[src/rtl/core/lsbsq_pkg.sv]
// ----------------------------------------------------------------------------
// lsbsq_pkg
// Shared types, codes and reset values of the lsb-first spi register sequencer.
// ----------------------------------------------------------------------------
package lsbsq_pkg;

	localparam int DELAY_BITS_DEF  = 24;
	localparam int QUEUE_DEPTH_DEF = 2;

	localparam int CFG_IDX_W  = 2;
	localparam int CFG_DATA_W = 24;

	localparam logic [CFG_IDX_W-1:0] CFG_SCK_HALF   = 2'd0;
	localparam logic [CFG_IDX_W-1:0] CFG_SEL_SETUP  = 2'd1;
	localparam logic [CFG_IDX_W-1:0] CFG_MODE_DELAY = 2'd2;

	localparam logic [15:0] SCK_HALF_RST   = 16'd1;
	localparam logic [15:0] SEL_SETUP_RST  = 16'd2;
	localparam logic [23:0] MODE_DELAY_RST = 24'd50000;

	localparam logic [7:0] DUMMY_BYTE = 8'hFF;

	typedef enum logic [2:0] {
		OP_READ        = 3'd0,
		OP_WRITE       = 3'd1,
		OP_ENTER_FLASH = 3'd2,
		OP_LEAVE_FLASH = 3'd3,
		OP_FORCE_LEAVE = 3'd4,
		OP_SHUTDOWN    = 3'd5
	} op_t;

	// raw input word
	typedef struct packed {
		logic        start_req;
		logic [2:0]  op;
		logic [5:0]  reg_req;
		logic [2:0]  byte_count;
		logic [31:0] wdata;
		logic        miso;
	} req_t;

	// result word
	typedef struct packed {
		logic        select_n;
		logic        sck;
		logic        mosi;
		logic        eject_line;
		logic        xx_line;
		logic        busy_res;
		logic        done_res;
		logic [31:0] rdata;
		logic        flash_mode;
	} rsp_t;

	// classified tick, as queued between front and engine
	typedef struct packed {
		logic        start;
		op_t         op;
		logic [5:0]  reg_req;
		logic [2:0]  count;
		logic [31:0] wdata;
		logic        miso;
	} tick_t;

endpackage

[src/rtl/core/lsb_spi_register_access_sequencer_unit.sv]
// ----------------------------------------------------------------------------
// lsb_spi_register_access_sequencer_unit
// Tick-driven lsb-first spi master for register reads, writes and
// flash-mode pin sequences.
// ----------------------------------------------------------------------------
// Each input word is one tick of the serial link and yields exactly one
// result word holding the pin levels, busy/done flags, read data and
// flash-mode flag after that tick. The engine steps one tick per clock while
// a word is queued and the result queue has room, so the block then sustains
// one word per cycle; a word is registered in the input queue and then in the
// result queue. Input and result queues of QUEUE_DEPTH entries let either side
// stall, until they fill, without stopping the other. Configuration writes
// take effect on the next clock and are meant for an idle block.
// ----------------------------------------------------------------------------
module lsb_spi_register_access_sequencer_unit import lsbsq_pkg::*; #(
	parameter int DELAY_BITS  = DELAY_BITS_DEF,
	parameter int QUEUE_DEPTH = QUEUE_DEPTH_DEF
) (
	input  logic                  clk,
	input  logic                  arst_n,
	input  logic                  cfg_wr_en,
	input  logic [CFG_IDX_W-1:0]  cfg_index,
	input  logic [CFG_DATA_W-1:0] cfg_wdata,
	input  logic                  push,
	output logic                  full,
	input  req_t                  req,
	output logic                  empty,
	input  logic                  pop,
	output rsp_t                  rsp
);

	tick_t item;
	logic  item_empty, item_pop;

	lsbsq_front #(
		.QUEUE_DEPTH (QUEUE_DEPTH)
	) u_front (
		.clk    (clk),
		.arst_n (arst_n),
		.push   (push),
		.full   (full),
		.req    (req),
		.item   (item),
		.empty  (item_empty),
		.pop    (item_pop)
	);

	lsbsq_engine #(
		.DELAY_BITS  (DELAY_BITS),
		.QUEUE_DEPTH (QUEUE_DEPTH)
	) u_engine (
		.clk       (clk),
		.arst_n    (arst_n),
		.cfg_wr_en (cfg_wr_en),
		.cfg_index (cfg_index),
		.cfg_wdata (cfg_wdata),
		.item      (item),
		.in_empty  (item_empty),
		.in_pop    (item_pop),
		.rsp       (rsp),
		.empty     (empty),
		.pop       (pop)
	);

endmodule

[src/rtl/core/lsbsq_queue.sv]
// ----------------------------------------------------------------------------
// lsbsq_queue
// Small first-in first-out queue of register slots with full and empty flags.
// ----------------------------------------------------------------------------
module lsbsq_queue #(
	parameter int WIDTH = 8,
	parameter int DEPTH = 2
) (
	input  logic             clk,
	input  logic             arst_n,
	input  logic             push,
	input  logic [WIDTH-1:0] wr_data,
	output logic             full,
	input  logic             pop,
	output logic [WIDTH-1:0] rd_data,
	output logic             empty
);

	localparam int PTR_W = (DEPTH > 1) ? $clog2(DEPTH) : 1;
	localparam int CNT_W = $clog2(DEPTH + 1);

	logic [WIDTH-1:0] slot_q [DEPTH];
	logic [PTR_W-1:0] wr_ptr_q, rd_ptr_q;
	logic [CNT_W-1:0] count_q;
	logic             do_push, do_pop;

	assign full    = (count_q == CNT_W'(DEPTH));
	assign empty   = (count_q == '0);
	assign do_push = push && !full;
	assign do_pop  = pop && !empty;
	assign rd_data = slot_q[rd_ptr_q];

	always_ff @(posedge clk) begin
		if (do_push) begin
			slot_q[wr_ptr_q] <= wr_data;
		end
	end

	always_ff @(posedge clk or negedge arst_n) begin
		if (!arst_n) begin
			wr_ptr_q <= '0;
			rd_ptr_q <= '0;
			count_q  <= '0;
		end else begin
			if (do_push) begin
				wr_ptr_q <= (wr_ptr_q == PTR_W'(DEPTH - 1)) ? '0 : wr_ptr_q + 1'b1;
			end
			if (do_pop) begin
				rd_ptr_q <= (rd_ptr_q == PTR_W'(DEPTH - 1)) ? '0 : rd_ptr_q + 1'b1;
			end
			if (do_push && !do_pop) begin
				count_q <= count_q + 1'b1;
			end else if (do_pop && !do_push) begin
				count_q <= count_q - 1'b1;
			end
		end
	end

endmodule

[src/rtl/core/lsbsq_front.sv]
// ----------------------------------------------------------------------------
// lsbsq_front
// Takes input words, screens the opcode, clamps the read count and queues
// the classified ticks for the engine.
// ----------------------------------------------------------------------------
module lsbsq_front import lsbsq_pkg::*; #(
	parameter int QUEUE_DEPTH = QUEUE_DEPTH_DEF
) (
	input  logic  clk,
	input  logic  arst_n,
	input  logic  push,
	output logic  full,
	input  req_t  req,
	output tick_t item,
	output logic  empty,
	input  logic  pop
);

	tick_t                   cls;
	logic [$bits(tick_t)-1:0] rd_vec;

	always_comb begin
		cls.start   = req.start_req && (req.op <= 3'd5);
		cls.op      = op_t'(req.op);
		cls.reg_req = req.reg_req;
		cls.wdata   = req.wdata;
		cls.miso    = req.miso;
		// zero fetches one byte, anything above four fetches four
		if (req.byte_count == 3'd0) begin
			cls.count = 3'd1;
		end else if (req.byte_count > 3'd4) begin
			cls.count = 3'd4;
		end else begin
			cls.count = req.byte_count;
		end
	end

	lsbsq_queue #(
		.WIDTH ($bits(tick_t)),
		.DEPTH (QUEUE_DEPTH)
	) u_in_queue (
		.clk     (clk),
		.arst_n  (arst_n),
		.push    (push),
		.wr_data (cls),
		.full    (full),
		.pop     (pop),
		.rd_data (rd_vec),
		.empty   (empty)
	);

	assign item = tick_t'(rd_vec);

endmodule

[src/rtl/core/lsbsq_engine.sv]
// ----------------------------------------------------------------------------
// lsbsq_engine
// Pin sequencer: steps queued ticks through the spi byte and mode pin
// sequences, one per cycle while the result queue has room; queues their pins.
// ----------------------------------------------------------------------------
module lsbsq_engine import lsbsq_pkg::*; #(
	parameter int DELAY_BITS  = DELAY_BITS_DEF,
	parameter int QUEUE_DEPTH = QUEUE_DEPTH_DEF
) (
	input  logic                  clk,
	input  logic                  arst_n,
	input  logic                  cfg_wr_en,
	input  logic [CFG_IDX_W-1:0]  cfg_index,
	input  logic [CFG_DATA_W-1:0] cfg_wdata,
	input  tick_t                 item,
	input  logic                  in_empty,
	output logic                  in_pop,
	output rsp_t                  rsp,
	output logic                  empty,
	input  logic                  pop
);

	typedef enum logic [8:0] {
		PH_IDLE    = 9'b000000001,
		PH_SEL     = 9'b000000010,
		PH_LOW     = 9'b000000100,
		PH_HIGH    = 9'b000001000,
		PH_SHUT_W  = 9'b000010000,
		PH_ENT_W1  = 9'b000100000,
		PH_ENT_W2  = 9'b001000000,
		PH_ENT_W3  = 9'b010000000,
		PH_LEAVE_W = 9'b100000000
	} phase_t;

	// configuration
	logic [15:0] sck_half_q, sel_setup_q;
	logic [23:0] mode_delay_q;

	// sequencer state
	phase_t                phase_q, n_phase;
	logic [DELAY_BITS-1:0] cnt_q, n_cnt;
	logic [2:0]            bit_q, n_bit, byte_q, n_byte;
	logic [7:0]            shift_q, n_shift;
	logic [31:0]           read_q, n_read;
	logic                  flash_q, n_flash;
	logic                  ss_q, sck_q, mosi_q, ej_q, xx_q;
	logic                  n_ss, n_sck, n_mosi, n_ej, n_xx;
	op_t                   cmd_op_q, n_cmd_op;
	logic [5:0]            cmd_reg_q, n_cmd_reg;
	logic [2:0]            cmd_count_q, n_cmd_count;
	logic [31:0]           cmd_wdata_q, n_cmd_wdata;

	logic                  done, do_start, out_full, advance;
	logic [DELAY_BITS-1:0] half_hold, mode_wait, sel_wait;
	logic [2:0]            total, byte_inc, byte_m2;
	logic [4:0]            rd_pos;
	rsp_t                  nxt_rsp;
	logic [$bits(rsp_t)-1:0] rd_vec;

	function automatic logic fetch_f(input op_t op, input logic [2:0] b);
		return (op == OP_READ) && (b >= 3'd2);
	endfunction

	function automatic logic [7:0] load_f(input op_t op, input logic [5:0] rg,
			input logic [31:0] wd, input logic [2:0] idx);
		logic [2:0] sel;
		sel = idx - 3'd1;
		if (idx == 3'd0) begin
			return {rg, (op == OP_READ) ? 2'b01 : 2'b10};
		end else if (op == OP_READ) begin
			return (idx == 3'd1) ? DUMMY_BYTE : 8'h00;
		end else begin
			case (sel[1:0])
				2'd0:    return wd[7:0];
				2'd1:    return wd[15:8];
				2'd2:    return wd[23:16];
				default: return wd[31:24];
			endcase
		end
	endfunction

	assign advance   = !in_empty && !out_full;
	assign in_pop    = advance;
	assign half_hold = (sck_half_q == 16'd0) ? '0 : DELAY_BITS'(sck_half_q - 16'd1);
	assign mode_wait = DELAY_BITS'(mode_delay_q);
	assign sel_wait  = DELAY_BITS'(sel_setup_q);
	assign total     = (cmd_op_q == OP_READ) ? 3'd2 + cmd_count_q : 3'd5;
	assign byte_inc  = byte_q + 3'd1;
	assign byte_m2   = byte_q - 3'd2;
	assign rd_pos    = {byte_m2[1:0], bit_q};

	always_comb begin
		n_phase     = phase_q;
		n_cnt       = cnt_q;
		n_bit       = bit_q;
		n_byte      = byte_q;
		n_shift     = shift_q;
		n_read      = read_q;
		n_flash     = flash_q;
		n_ss        = ss_q;
		n_sck       = sck_q;
		n_mosi      = mosi_q;
		n_ej        = ej_q;
		n_xx        = xx_q;
		n_cmd_op    = cmd_op_q;
		n_cmd_reg   = cmd_reg_q;
		n_cmd_count = cmd_count_q;
		n_cmd_wdata = cmd_wdata_q;
		done        = 1'b0;
		do_start    = 1'b0;

		if (phase_q == PH_IDLE) begin
			if (item.start) begin
				n_cmd_op    = item.op;
				n_cmd_reg   = item.reg_req;
				n_cmd_count = item.count;
				n_cmd_wdata = item.wdata;
				case (item.op)
					OP_READ, OP_WRITE: begin
						if (item.op == OP_READ) begin
							n_read = '0;
						end
						n_ss    = 1'b0;
						n_cnt   = sel_wait;
						n_phase = PH_SEL;
					end
					OP_ENTER_FLASH: begin
						n_xx    = 1'b0;
						n_cnt   = mode_wait;
						n_phase = PH_ENT_W1;
					end
					OP_SHUTDOWN: begin
						n_ss    = 1'b1;
						n_xx    = 1'b0;
						n_ej    = 1'b0;
						n_cnt   = mode_wait;
						n_phase = PH_SHUT_W;
					end
					default: begin
						// a plain leave outside flash mode only reports done
						if (flash_q || item.op == OP_FORCE_LEAVE) begin
							n_ss    = 1'b1;
							n_ej    = 1'b0;
							n_cnt   = mode_wait;
							n_phase = PH_LEAVE_W;
						end else begin
							done = 1'b1;
						end
					end
				endcase
			end
		end else if (cnt_q != '0) begin
			n_cnt = cnt_q - 1'b1;
		end else begin
			case (phase_q)
				PH_SEL: begin
					n_byte   = 3'd0;
					n_bit    = 3'd0;
					n_shift  = load_f(cmd_op_q, cmd_reg_q, cmd_wdata_q, 3'd0);
					do_start = 1'b1;
				end
				PH_LOW: begin
					n_sck   = 1'b1;
					n_cnt   = half_hold;
					n_phase = PH_HIGH;
				end
				PH_HIGH: begin
					// miso is sampled on the tick that ends the high level
					if (fetch_f(cmd_op_q, byte_q)) begin
						n_read[rd_pos] = read_q[rd_pos] | item.miso;
					end
					n_sck = 1'b0;
					if (bit_q < 3'd7) begin
						n_bit    = bit_q + 3'd1;
						do_start = 1'b1;
					end else begin
						n_byte = byte_inc;
						if (byte_inc < total) begin
							n_bit    = 3'd0;
							n_shift  = load_f(cmd_op_q, cmd_reg_q, cmd_wdata_q, byte_inc);
							do_start = 1'b1;
						end else begin
							n_ss    = 1'b1;
							done    = 1'b1;
							n_phase = PH_IDLE;
						end
					end
				end
				PH_SHUT_W: begin
					n_ej    = 1'b1;
					done    = 1'b1;
					n_phase = PH_IDLE;
				end
				PH_ENT_W1: begin
					n_ss    = 1'b0;
					n_ej    = 1'b0;
					n_cnt   = mode_wait;
					n_phase = PH_ENT_W2;
				end
				PH_ENT_W2: begin
					n_xx    = 1'b1;
					n_ej    = 1'b1;
					n_cnt   = mode_wait;
					n_phase = PH_ENT_W3;
				end
				PH_ENT_W3: begin
					n_ss    = 1'b0;
					n_flash = 1'b1;
					done    = 1'b1;
					n_phase = PH_IDLE;
				end
				PH_LEAVE_W: begin
					n_xx    = 1'b0;
					n_ej    = 1'b1;
					n_flash = 1'b0;
					done    = 1'b1;
					n_phase = PH_IDLE;
				end
				default: begin
					n_phase = PH_IDLE;
				end
			endcase
		end

		// drive the next bit with sck low; mosi idles low while fetching
		if (do_start) begin
			n_mosi  = fetch_f(cmd_op_q, n_byte) ? 1'b0 : n_shift[n_bit];
			n_sck   = 1'b0;
			n_cnt   = half_hold;
			n_phase = PH_LOW;
		end
	end

	always_comb begin
		nxt_rsp.select_n   = n_ss;
		nxt_rsp.sck        = n_sck;
		nxt_rsp.mosi       = n_mosi;
		nxt_rsp.eject_line = n_ej;
		nxt_rsp.xx_line    = n_xx;
		nxt_rsp.busy_res   = (n_phase != PH_IDLE);
		nxt_rsp.done_res   = done;
		nxt_rsp.rdata      = n_read;
		nxt_rsp.flash_mode = n_flash;
	end

	always_ff @(posedge clk or negedge arst_n) begin
		if (!arst_n) begin
			sck_half_q   <= SCK_HALF_RST;
			sel_setup_q  <= SEL_SETUP_RST;
			mode_delay_q <= MODE_DELAY_RST;
		end else if (cfg_wr_en) begin
			case (cfg_index)
				CFG_SCK_HALF:   sck_half_q   <= cfg_wdata[15:0];
				CFG_SEL_SETUP:  sel_setup_q  <= cfg_wdata[15:0];
				CFG_MODE_DELAY: mode_delay_q <= cfg_wdata[23:0];
				default: ;
			endcase
		end
	end

	always_ff @(posedge clk or negedge arst_n) begin
		if (!arst_n) begin
			phase_q     <= PH_IDLE;
			cnt_q       <= '0;
			bit_q       <= '0;
			byte_q      <= '0;
			shift_q     <= '0;
			read_q      <= '0;
			flash_q     <= 1'b0;
			ss_q        <= 1'b1;
			sck_q       <= 1'b1;
			mosi_q      <= 1'b0;
			ej_q        <= 1'b1;
			xx_q        <= 1'b1;
			cmd_op_q    <= OP_READ;
			cmd_reg_q   <= '0;
			cmd_count_q <= '0;
			cmd_wdata_q <= '0;
		end else if (advance) begin
			phase_q     <= n_phase;
			cnt_q       <= n_cnt;
			bit_q       <= n_bit;
			byte_q      <= n_byte;
			shift_q     <= n_shift;
			read_q      <= n_read;
			flash_q     <= n_flash;
			ss_q        <= n_ss;
			sck_q       <= n_sck;
			mosi_q      <= n_mosi;
			ej_q        <= n_ej;
			xx_q        <= n_xx;
			cmd_op_q    <= n_cmd_op;
			cmd_reg_q   <= n_cmd_reg;
			cmd_count_q <= n_cmd_count;
			cmd_wdata_q <= n_cmd_wdata;
		end
	end

	lsbsq_queue #(
		.WIDTH ($bits(rsp_t)),
		.DEPTH (QUEUE_DEPTH)
	) u_out_queue (
		.clk     (clk),
		.arst_n  (arst_n),
		.push    (advance),
		.wr_data (nxt_rsp),
		.full    (out_full),
		.pop     (pop),
		.rd_data (rd_vec),
		.empty   (empty)
	);

	assign rsp = rsp_t'(rd_vec);

	// select stays low for the whole bit phase of a transfer
	a_sel_low_in_bits: assert property (@(posedge clk) disable iff (!arst_n)
		(phase_q == PH_LOW || phase_q == PH_HIGH) |-> !ss_q)
		else $error("select high during a bit phase");

	// byte index never passes the longest read
	a_byte_range: assert property (@(posedge clk) disable iff (!arst_n)
		byte_q <= 3'd6)
		else $error("byte index out of range");

	// sequencer state only moves on an engine step
	a_hold_on_stall: assert property (@(posedge clk) disable iff (!arst_n)
		!advance |=> $stable(phase_q) && $stable(flash_q) && $stable(read_q))
		else $error("state moved without a step");

	// sck rises only from the low phase
	a_sck_rise: assert property (@(posedge clk) disable iff (!arst_n)
		advance && phase_q == PH_LOW && cnt_q == '0 |=> sck_q && phase_q == PH_HIGH)
		else $error("sck did not rise at end of low phase");

endmodule

[config.mk]
export PLATFORM = sky130hd
export DESIGN_NAME = lsb_spi_register_access_sequencer_unit
export DESIGN_NICKNAME = d
export VERILOG_FILES = /design/src/rtl/core/lsbsq_pkg.sv /design/src/rtl/core/lsb_spi_register_access_sequencer_unit.sv /design/src/rtl/core/lsbsq_queue.sv /design/src/rtl/core/lsbsq_front.sv /design/src/rtl/core/lsbsq_engine.sv
export SDC_FILE = /design/constraint.sdc
export NUM_CORES = 1
export LEC_CHECK = 0
export BUFFER_PORTS_ARGS = -buffer_cell sky130_fd_sc_hd__buf_2
export CAP_MARGIN = 20
export CORE_ASPECT_RATIO = 0.5
export CORE_MARGIN = 2
export CORE_UTILIZATION = 55
export CTS_CLUSTER_DIAMETER = 60
export DETAILED_ROUTE_END_ITERATION = 10
export PLACE_DENSITY = 0.74
export SLEW_MARGIN = 5
export SYNTH_ARGS = -nofsm -noshare
export SYNTH_HDL_FRONTEND = slang
export SYNTH_SLANG_ARGS = --single-unit
[constraint.sdc]
create_clock -name clk -period 3.75 [get_ports clk]
set_input_delay 0.75 -clock clk [delete_from_list [all_inputs] [get_ports clk]]
set_output_delay 0.75 -clock clk [all_outputs]
set_load 0.01 [all_outputs]
==> impl_metrics.tcl <==
set metrics [dict create \
    outcome "complete, no violations" \
    cts-buffers-inserted 34 \
    crit_path_top_delay_cell "dfrtp_1" \
    leakage_nw 7.76 \
    clkLatencyLatePin_ps 530 \
    num_io_pins 119 \
    critical_path_class "reg -> reg" \
    gp_congestion 0.929 \
    cp_data_arrival_time_ps 3870 \
    tightestPinTransition_ps 945 \
    max-slew-margin-rel_pct 36.3 \
    reg2reg_slack_ps 190 \
    crit_end "u_engine.u_out_queue.slot_q[0][37]$_DFFE_PP_" \
    synthesis.area_sq_mm 0.0173 \
    core_area_sq_mm 0.0306 \
    worstPathCellList "ha_1 -> ha_1 -> ha_1 -> nand3b_1 -> o2111a_1 -> nand2_1 -> a32oi_1 -> a21oi_1 -> a211oi_1 -> nor4_1 -> nor4_2 -> o31ai_1" \
    compound_gate_fraction_of_synth_area_pct 13.5 \
    finalInstanceArea_sq_mm 0.0198 \
    finish.net_count 1764 \
    cp-startpoint "u_engine.byte_q[1]$_DFFE_PN0P_" \
    final-max-slew-violation-count 0 \
    dp_hpwl_um 29600 \
    largest_family_of_logic_cells_by_synthesized_area "compound AO/OA/AOI/OAI gates" \
    yosysTopAreaCellShare_pct 29.9 \
    grt_pass1_wl_um 69000 \
    finalWorstPathRequiredPeriod_ps 3560 \
    design.die.area_sq_mm 0.0330 \
    syn2layout_area_growth_pct 14.4 \
    synthXorXnorAreaFrac_pct 1.72 \
    routed_wirelength_um 43500 \
    worst-path-max-fanout 6 \
    cts-hold-fix-buffers 0 \
    final_critical_path_setup_slack_ps 192 \
    layout.filler_cells 2384 \
    pre_cts_slack_ps 141 \
    ctsHtreeMaxLevel 2 \
    ys_types 70 \
    ff2ff_path_depth 12 \
    power_density_mw_per_mm2 740 \
    syn_nets 1641 \
    post_synth_fa_ha_maj_area_fraction_pct 1.08 \
    ys.flop_type "dfrtp_1" \
    buffers_on_ports 118 \
    rows 45 \
    synth_cells 1549 \
    cpMostUsedCell "ha_1" \
    multi_input_area_sq_mm 0.00688 \
    final_antenna_net_count 0 \
    final_layout_size_suffix_gt1_share_pct 23.0 \
    placed_area_sq_mm 0.0186 \
    tns_ps 0 \
    cts.clk_slew.worst_paths_ps 70 \
    hold_violations 0 \
    die_h_um 129 \
    synth.avg_cell_area_sq_um 11.2 \
    end_kind "register" \
    comb_power_share_pct 33.4 \
    cpLargestDelayFamily "compound AO/OA/AOI/OAI gates" \
    timing.final.setup_violations 0 \
    ys.warnings.count 0 \
    async_flop_share_pct 52.9 \
    chipWidth_um 255 \
    clock.fmax_ghz 0.281 \
    synth.ff_latch_count 365 \
    synth.area.top_cells "edfxtp_1, dfrtp_1, o21ai_0" \
    via_per_inst 6.10 \
    clock_skew_ps 25.0 \
    drc_errors 0 \
    globalRouteOverflowTotal 0 \
    yosys-mux-area-fraction_pct 10.8 \
    leading_area_contributor_after_synthesis "edfxtp_1" \
    grt_pass1_vias 12600 \
    routed-via-count 12900 \
    yosys.area_share.simple_pct 12.3 \
    num_clock_sinks 365 \
    power.sequential.fraction_pct 42.4 \
    timing.critical_path.depth 12 \
    critical_path_buf_inv_count 0 \
    critical_path.startpoint_type "register" \
    worst_ep_required_time_ps 4060 \
    sequential_area_share_after_synthesis_pct 57.9 \
    power.switching_fraction_pct 35.1 \
    synth_edf_count 172 \
    type_of_the_most_critical_hold_path "in -> async" \
    drv.max_cap_violation_count 0 \
    final-seq-area_sq_mm 0.0100 \
    fin_hold_ws_ps 280 \
    timing.critical_path.slowest_cell_delay_ps 450 \
    final_util_pct 64.6 \
    reg2reg_to "u_engine.u_out_queue.slot_q[0][37]$_DFFE_PP_" \
    cts.root.buffer_cell "clkbuf_16" \
    vdd.ir_drop.worst_v 0.000452 \
    finalCritPeriodShare_pct 94.9 \
    routedWlPerCell_um 20.5 \
    p_int_mw 9.52 \
    global_route_usage_over_all_layers_pct 26.9 \
    regToRegStartpoint "u_engine.byte_q[1]$_DFFE_PN0P_" \
    grt_max_degree 94 \
    antenna_found_initial 1 \
    drc_violation_total_after_the_first_tritonroute_iteration 1358 \
    clockPowerShare_pct 24.2 \
    floorplan.initialDensity_pct 56.5 \
    detail_route.first_pass.iterations 6 \
    maximum_clock_insertion_buffer_count 3 \
    cts_tree "yes" \
    netSwitchingPower_mw 5.14 \
]
## registers in the layout (all words and copies together), names as in the netlist, 9 cells and up, named ones only
register,flops
u_engine.read_q,32
u_engine.phase_q,9
u_engine.sck_half_q,16
u_engine.sel_setup_q,16
u_engine.cnt_q,24
u_engine.u_out_queue.slot_q,80
u_engine.cmd_wdata_q,32
u_front.u_in_queue.slot_q,92
u_engine.mode_delay_q,24
## worst min path at each step
| stage | to | slack [ps] | cells past startpoint |
|---|---|---|---|
| global placement | u_engine.xx_q$_DFFE_PN1P_ | 450 | 2 |
| detailed placement | u_engine.xx_q$_DFFE_PN1P_ | 460 | 2 |
| global route | u_engine.cmd_wdata_q[5]$_DFFE_PN0P_ | 340 | 1 |
| CTS | u_engine.cmd_wdata_q[5]$_DFFE_PN0P_ | 340 | 1 |
| finish | u_engine.cmd_wdata_q[5]$_DFFE_PN0P_ | 280 | 1 |
| floorplan | u_engine.xx_q$_DFFE_PN1P_ | 440 | 2 |
## timing repair
| action | 4_1_cts | 5_1_grt |
|---|---|---|
| endpoints found under the setup margin | 0 | 2 |
| gates resized for setup | 0 | 5 |
| buffers inserted | 0 | 2 |
## final cells by class
type	count	area share (%)
Clock inverter	16	0.815
Sequential cell	365	50.6
Clock buffer	45	4.92
Antenna cell	1	0.0126
Tap cell	423	2.67
Multi-Input combinational cell	1062	34.8
Inverter	23	0.436
Timing Repair Buffer	186	5.80
## power by group through the flow
stage	combinational (mW)	sequential (mW)	clock, mW
floorplan	3.31	6.03	0
global placement	4.72	6.21	0
detailed placement	4.84	6.28	0
CTS	4.87	6.21	3.60
global route	5.40	6.33	3.77
finish	4.90	6.21	3.55
## cell families (layout without fill, tap and decap cells)
logic type / Yosys count / in the layout
xor+xnor: 34 / 34
flops: 365 / 365
simple gates: 448 / 448
compound gates: 403 / 403
mux: 162 / 162
buf+inv: 122 / 270
other cells: 0 / 1
fa+ha+maj: 15 / 15
## layout by cell type (no fill, tap or decap), types with 10 or more instances in the layout
master     instances
o21ai_0          252
nand2_1          232
dfrtp_1          179
edfxtp_1         172
buf_2            117
mux2_2            99
nor2_1            67
buf_4             65
mux2i_1           53
a21oi_1           51
clkbuf_16         35
nor3_1            30
inv_1             23
xnor2_1           19
or3_1             15
xor2_1            15
nand3_1           15
ha_1              15
dfstp_2           13
nor4_1            11
a22oi_1           11
a221oi_1          11
mux4_2            10
## through the flow
step	power, mW	cells
after detailed placement	11.1	2056
after global routing	15.5	2121
final	14.7	2121
after floorplan	9.35	1549
after global placement	10.9	2056
after CTS	14.7	2117
## cells in the mapped netlist, types with 3 or more instances
| cell | count |
|---|---|
| and3_1 | 7 |
| a22o_1 | 7 |
| ha_1 | 15 |
| or3_1 | 16 |
| mux4_2 | 10 |
| a221oi_1 | 12 |
| o21ai_0 | 252 |
| edfxtp_1 | 172 |
| a221o_1 | 5 |
| a21oi_1 | 51 |
| buf_2 | 7 |
| nand2_1 | 233 |
| nor2_1 | 69 |
| inv_1 | 23 |
| buf_1 | 14 |
| xor2_1 | 15 |
| o22a_1 | 4 |
| mux2_2 | 99 |
| a22oi_1 | 11 |
| nand2b_1 | 8 |
| and4_1 | 3 |
| a21o_1 | 3 |
| nor2b_1 | 4 |
| and2_1 | 5 |
| nor4b_1 | 8 |
| nand3_1 | 15 |
| nor3_1 | 30 |
| nand3b_1 | 6 |
| mux2i_1 | 53 |
| a31oi_1 | 8 |
| dfstp_2 | 13 |
| o211ai_1 | 6 |
| a211oi_1 | 7 |
| nor3b_1 | 3 |
| o31ai_1 | 9 |
| nor4_1 | 11 |
| nand4_1 | 9 |
| clkbuf_1 | 77 |
| or4_1 | 5 |
| a222oi_1 | 5 |
| a32oi_1 | 6 |
| xnor2_1 | 19 |
| dfrtp_1 | 180 |
## routing by layer
metal | track usage, % | vias up | part of all wire [%]
met2 | 43.0 | 547 | 46
met3 | 5.58 | 67 | 7.8
met4 | 6.50 | 0 | 1.9
li1 | - | 5938 | -
met5 | 0 | - | 0
met1 | 38.3 | 6380 | 44
Power figures use the tool's default switching activity.
